$ cat src/design/q2e_pkg.sv
// ----------------------------------------------------------------------------
// q2e_pkg
// Shared types, constants and the arctangent table for the quaternion to
// ZYX Euler angle converter.
// ----------------------------------------------------------------------------
package q2e_pkg;

  localparam int unsigned NumW  = 33;   // atan2 operand width
  localparam int unsigned AngW  = 34;   // angle width, 2^-30 rad units
  localparam int unsigned CrdW  = 37;   // CORDIC vector width
  localparam int unsigned RemW  = 62;   // square-root remainder width
  localparam int unsigned SqrtSteps = 31;

  localparam logic signed [NumW-1:0] HalfQ30 = 33'sd536870912;
  localparam logic signed [33:0]     OneQ30  = 34'sd1073741824;
  localparam logic signed [AngW-1:0] AngPi   = 34'sd3373259426;
  localparam logic signed [17:0]     FullLim = 18'sd25736;
  localparam logic signed [17:0]     HalfLim = 18'sd12868;

  // Item handed from the front end to the CORDIC back end
  typedef struct packed {
    logic signed [NumW-1:0] roll_num;
    logic signed [NumW-1:0] roll_den;
    logic signed [NumW-1:0] yaw_num;
    logic signed [NumW-1:0] yaw_den;
    logic signed [31:0]     pitch_num;
    logic        [30:0]     pitch_den;
    logic                   clamped;
  } q2e_item_t;

  // atan(2^-i) in units of 2^-30 rad
  function automatic logic [29:0] atan_f(input int unsigned i);
    logic [29:0] r;
    case (i)
      0:  r = 30'd843314857;
      1:  r = 30'd497837829;
      2:  r = 30'd263043837;
      3:  r = 30'd133525159;
      4:  r = 30'd67021687;
      5:  r = 30'd33543516;
      6:  r = 30'd16775851;
      7:  r = 30'd8388437;
      8:  r = 30'd4194283;
      9:  r = 30'd2097149;
      10: r = 30'd1048576;
      11: r = 30'd524288;
      12: r = 30'd262144;
      13: r = 30'd131072;
      14: r = 30'd65536;
      15: r = 30'd32768;
      16: r = 30'd16384;
      17: r = 30'd8192;
      18: r = 30'd4096;
      19: r = 30'd2048;
      20: r = 30'd1024;
      21: r = 30'd512;
      22: r = 30'd256;
      23: r = 30'd128;
      24: r = 30'd64;
      25: r = 30'd32;
      26: r = 30'd16;
      27: r = 30'd8;
      28: r = 30'd4;
      29: r = 30'd2;
      30: r = 30'd1;
      31: r = 30'd1;
      default: r = 30'd0;
    endcase
    return r;
  endfunction

  // Round 2^-30 rad to Q3.13 half up, then saturate to +-lim
  function automatic logic signed [17:0] q13_f(input logic signed [AngW-1:0] ang,
                                               input logic signed [17:0] lim);
    logic signed [AngW:0] t;
    logic signed [17:0]   r;
    t = {ang[AngW-1], ang} + 35'sd65536;
    r = 18'(t >>> 17);
    if (r > lim) r = lim;
    if (r < -lim) r = -lim;
    return r;
  endfunction

endpackage

$ cat src/design/q2e_fifo.sv
// ----------------------------------------------------------------------------
// q2e_fifo
// Short queue between the operand front end and the CORDIC back end.
// ----------------------------------------------------------------------------
module q2e_fifo (
  input  logic               clk_i,
  input  logic               rst_ni,
  input  logic               push_i,
  input  q2e_pkg::q2e_item_t data_i,
  output logic               full_o,
  input  logic               pop_i,
  output q2e_pkg::q2e_item_t data_o,
  output logic               empty_o
);
  import q2e_pkg::*;

  localparam int unsigned Depth = 4;
  localparam int unsigned AW    = $clog2(Depth);

  q2e_item_t     mem_q [0:Depth-1];
  q2e_item_t     data_q;
  logic [AW-1:0] wr_q, rd_q, rd_d;
  logic [AW:0]   cnt_q;

  assign full_o  = cnt_q == (AW+1)'(Depth);
  assign empty_o = cnt_q == '0;
  assign rd_d    = rd_q + AW'(pop_i);
  assign data_o  = data_q;

  // Keep the head entry registered; bypass a beat written straight to the head
  always_ff @(posedge clk_i) begin
    if (push_i) mem_q[wr_q] <= data_i;
    data_q <= (push_i && (wr_q == rd_d)) ? data_i : mem_q[rd_d];
  end

  always_ff @(posedge clk_i or negedge rst_ni) begin
    if (!rst_ni) begin
      wr_q  <= '0;
      rd_q  <= '0;
      cnt_q <= '0;
    end else begin
      if (push_i) wr_q <= wr_q + 1'b1;
      rd_q  <= rd_d;
      cnt_q <= cnt_q + (AW+1)'(push_i) - (AW+1)'(pop_i);
    end
  end

`ifndef ASSERT_OFF
  a_no_overflow: assert property (@(posedge clk_i) disable iff (!rst_ni)
    full_o |-> !push_i) else $error("queue written while full");
  a_no_underflow: assert property (@(posedge clk_i) disable iff (!rst_ni)
    empty_o |-> !pop_i) else $error("queue read while empty");
  a_cnt_range: assert property (@(posedge clk_i) disable iff (!rst_ni)
    cnt_q <= (AW+1)'(Depth)) else $error("queue count out of range");
`endif

endmodule

$ cat config.mk
export PLATFORM = sky130hd
export DESIGN_NAME = q2e_fifo
export DESIGN_NICKNAME = d
export VERILOG_FILES = /design/src/design/q2e_pkg.sv /design/src/design/q2e_fifo.sv
export SDC_FILE = /design/constraint.sdc
export NUM_CORES = 1
export LEC_CHECK = 0
export BUFFER_PORTS_ARGS = -buffer_cell sky130_fd_sc_hd__buf_2
export CORE_ASPECT_RATIO = 1.5
export CORE_MARGIN = 4
export CORE_UTILIZATION = 52
export CTS_BUF_LIST = sky130_fd_sc_hd__clkbuf_2
export CTS_CLUSTER_DIAMETER = 150
export DETAILED_ROUTE_END_ITERATION = 10
export GPL_TIMING_DRIVEN = 0
export PLACE_DENSITY = 0.83
export SLEW_MARGIN = 20
export SYNTH_ARGS = -nofsm -noshare
export SYNTH_HDL_FRONTEND = slang
export SYNTH_SLANG_ARGS = --single-unit
$ cat constraint.sdc
create_clock -name clk_i -period 17.9 [get_ports clk_i]
set_input_delay 0.895 -clock clk_i [delete_from_list [all_inputs] [get_ports clk_i]]
set_output_delay 0.895 -clock clk_i [all_outputs]
set_load 0.01 [all_outputs]
==> impl_metrics.yaml <==
clocking:
  cts_inserted_buffers: 168
  tritoncts_clock_tree: "yes"
  cts_max_level: 4
  master_cell_of_the_clock_root_buffer: "sky130_fd_sc_hd__clkbuf_2"
  clock_sink_total: 793
  cts.path.max_buffers: 3
  cts.clk_slew.worst_paths_ns: 0.13
  clk-insertion-delay-late_ns: 1.20
  cts-resized-gates: 0
sta:
  worst_clock_skew_ns: 0.0507
  max_freq_mhz: 232
  final_worst_slack_ns: 13.58
  timing.final.crit_share: 0.241
  final-hold-violation-count: 0
  max_slew.worst_pin.slew_ns: 0.935
  setup_viol: 0
  final.setup.tns_ns: 0
  timing.slew.headroom: 0.377
  rsz0062_at_grt: "no"
  layout_min_cycle_time_ns: 4.32
  timing.final.max_slew_violations: 0
grt:
  grt_first_pass_wirelength_um: 97100
  vias_in_the_first_global_route: 16166
  grt_start_max_net_pins: 49
  global_route.overflow_total: 0
  antenna_violations_before_repair: 6
  grt_use_total: 0.221
logic_synthesis:
  synth.yosys.seq_area_share: 0.827
  ys_types: 16
  postSynthNetCount: 1265
  main_combinational_cell_family_by_area_after_synthesis: "multiplexers"
  syn-cell-area_um2: 28700
  ys_warn_count: 0
  yosys.area_share.adder: 0.00375
  synth-xor-area-share: 0.00144
  yosys.area_share.simple: 0.00131
  synthesis.instances: 1057
  post_synthesis_average_cell_area_um2: 27.2
  synth-compound-area-share: 0
  ys_seq_elements: 793
  post_synth_mux_area_share: 0.154
route:
  route.detailed.vias_per_inst: 5.50
  drt_pre_antenna_iters: 5
  totalWireLength_um: 65100
  route.antenna.remaining_nets: 0
  drt-initial-drc-count: 879
  route.vias.total: 14527
  drc: 0
  drt-wirelength-per-cell_um: 24.7
worst_hold_path:
  hold_path.class: "in2reg"
  hold-path-cell-count: 2
power_and_ir_drop:
  report.power.total_w: 0.00540
  internal_power_w: 0.00367
  vdd_drop_max_v: 0.000123
  power.share.combinational: 0.335
  power-per-cell-area_nw_per_um2: 152
  p_sw_w: 0.00172
  power.share.sequential: 0.466
  power.static_leakage_nw: 12.6
  netSwitchingFraction: 0.319
  clock_power_share: 0.199
critical_path:
  path_buf_inv: 4
  crit_slowest_cell: "sky130_fd_sc_hd__clkbuf_1"
  arrival_ns: 3.42
  reg2reg_depth: 5
  setup.worst_path.start_class: "register"
  critPathMaxFanout: 10
  crit_top_cell: "sky130_fd_sc_hd__buf_2"
  critPathRequiredTime_ns: 17.01
  cell_family_with_most_cp_delay: "buffers and inverters"
  crit_type: "reg2out"
  crit_path_max_incr_delay_ns: 0.72
  cp_cell_sequence: "buf_2 > clkbuf_1 > buf_2 > mux4_2 > buf_2"
  end_kind: "primary output"
  worst-path-stages: 5
floorplan:
  top_level_ports: 398
  floorplan.die.width_um: 200
  core_rows: 105
  vertical_die_dimension_um: 296
  dieArea_um2: 59100
  coreArea_um2: 54700
  floorplan.initialDensity: 0.525
finish:
  final_net_count: 2048
  layout-area-overhead-vs-synth_pct: 23.7
  final_core_utilization: 0.650
  final_common_cell: "sky130_fd_sc_hd__edfxtp_1"
  drive_above_1_share: 0.468
  mostFrequentLayoutCells: "sky130_fd_sc_hd__edfxtp_1 (784), sky130_fd_sc_hd__buf_2 (418), sky130_fd_sc_hd__clkbuf_2 (241)"
outcome:
  run_status: "finished, final reports clean"
place:
  gp_congestion: 0.753
  minimum_setup_slack_after_placement_ns: 14.70
  detailedPlacementHpwl_um: 38400
  port_buffers: 397
job:
  max_cap_viol_count: 0
[what timing repair did]
action                                 CTS  global route
endpoints found under the hold margin  798             0
hold buffers                           200             0
setup buffers                            0             0
[state kept, by name (all words and copies together), names as in the netlist, named ones only]
| register | count |
|---|---|
| mem_q | 784 |
| cnt_q | 3 |
| rd_q | 2 |
| wr_q | 2 |
[metrics by stage]
stage          hold WS (ns)  cells  area, um2
4_1_cts               0.241   2636      35500
3_5_place_dp          0.458   2165      32000
2_1_floorplan         0.428   1057      28700
5_1_grt               0.292   2640      35500
3_3_place_gp          0.440   2149      31600
6_report              0.446   2641      35500
[cells in the mapped netlist]
master / number / share of area
sky130_fd_sc_hd__and2_1: 4 / 0.00087
sky130_fd_sc_hd__buf_2: 21 / 0.0037
sky130_fd_sc_hd__buf_6: 17 / 0.0067
sky130_fd_sc_hd__clkbuf_1: 6 / 0.00078
sky130_fd_sc_hd__dfrtp_1: 7 / 0.0061
sky130_fd_sc_hd__dfxtp_1: 2 / 0.0014
sky130_fd_sc_hd__edfxtp_1: 784 / 0.82
sky130_fd_sc_hd__fa_1: 1 / 0.00070
sky130_fd_sc_hd__ha_1: 7 / 0.0031
sky130_fd_sc_hd__inv_1: 6 / 0.00078
sky130_fd_sc_hd__mux2_2: 1 / 0.00039
sky130_fd_sc_hd__mux4_2: 196 / 0.15
sky130_fd_sc_hd__nor3_1: 1 / 0.00017
sky130_fd_sc_hd__nor3b_1: 1 / 0.00026
sky130_fd_sc_hd__xor2_1: 2 / 0.00061
sky130_fd_sc_hd__xor3_1: 1 / 0.00083
[power by group through the flow]
stage                     registers, W  logic, W  clock network, W
after floorplan                0.00259   0.00107                 0
after global placement         0.00266   0.00168                 0
after detailed placement       0.00255   0.00177                 0
after CTS                      0.00250   0.00181           0.00110
after global routing           0.00254   0.00193           0.00121
final                          0.00251   0.00181           0.00108
[metal layers]
metal | track usage | up-vias | share of wire
li1 | - | 6267 | -
met1 | 0.258 | 7422 | 0.35
met2 | 0.378 | 683 | 0.54
met3 | 0.0652 | 151 | 0.074
met4 | 0.103 | 4 | 0.042
met5 | 0 | - | 0.00041
[area by class of cell]
class	count	area, um2
plain buffers	44	319
multi-input cells	214	4620
clock inverters	30	272
inverters	6	22.5
well taps	695	870
flip-flops and latches	793	23800
repair buffers	613	4430
fillers	3428	19100
clock buffers	241	1210
diodes	5	12.5
[worst paths after layout]
| path | from | to | slack [ns] |
|---|---|---|---|
| max reg2reg | wr_q[0] | mem_q[2][65] | 15.58 |
| max | register | data_o[77] | 13.58 |
| min | data_i[36] | mem_q[1][36] | 0.45 |
| min in group asynchronous | rst_ni | cnt_q[0] | 0.69 |
| max in group asynchronous | rst_ni | rd_q[1] | 16.92 |
| min reg2reg | rd_q[1] | rd_q[1] | 0.47 |
[kinds of logic after synthesis]
| kind of cell | Yosys count |
|---|---|
| flops | 793 |
| mux | 197 |
| buf+inv | 50 |
| fa+ha+maj | 8 |
| simple gates | 6 |
| xor+xnor | 3 |
No activity file was read; power rests on OpenSTA's default activity.
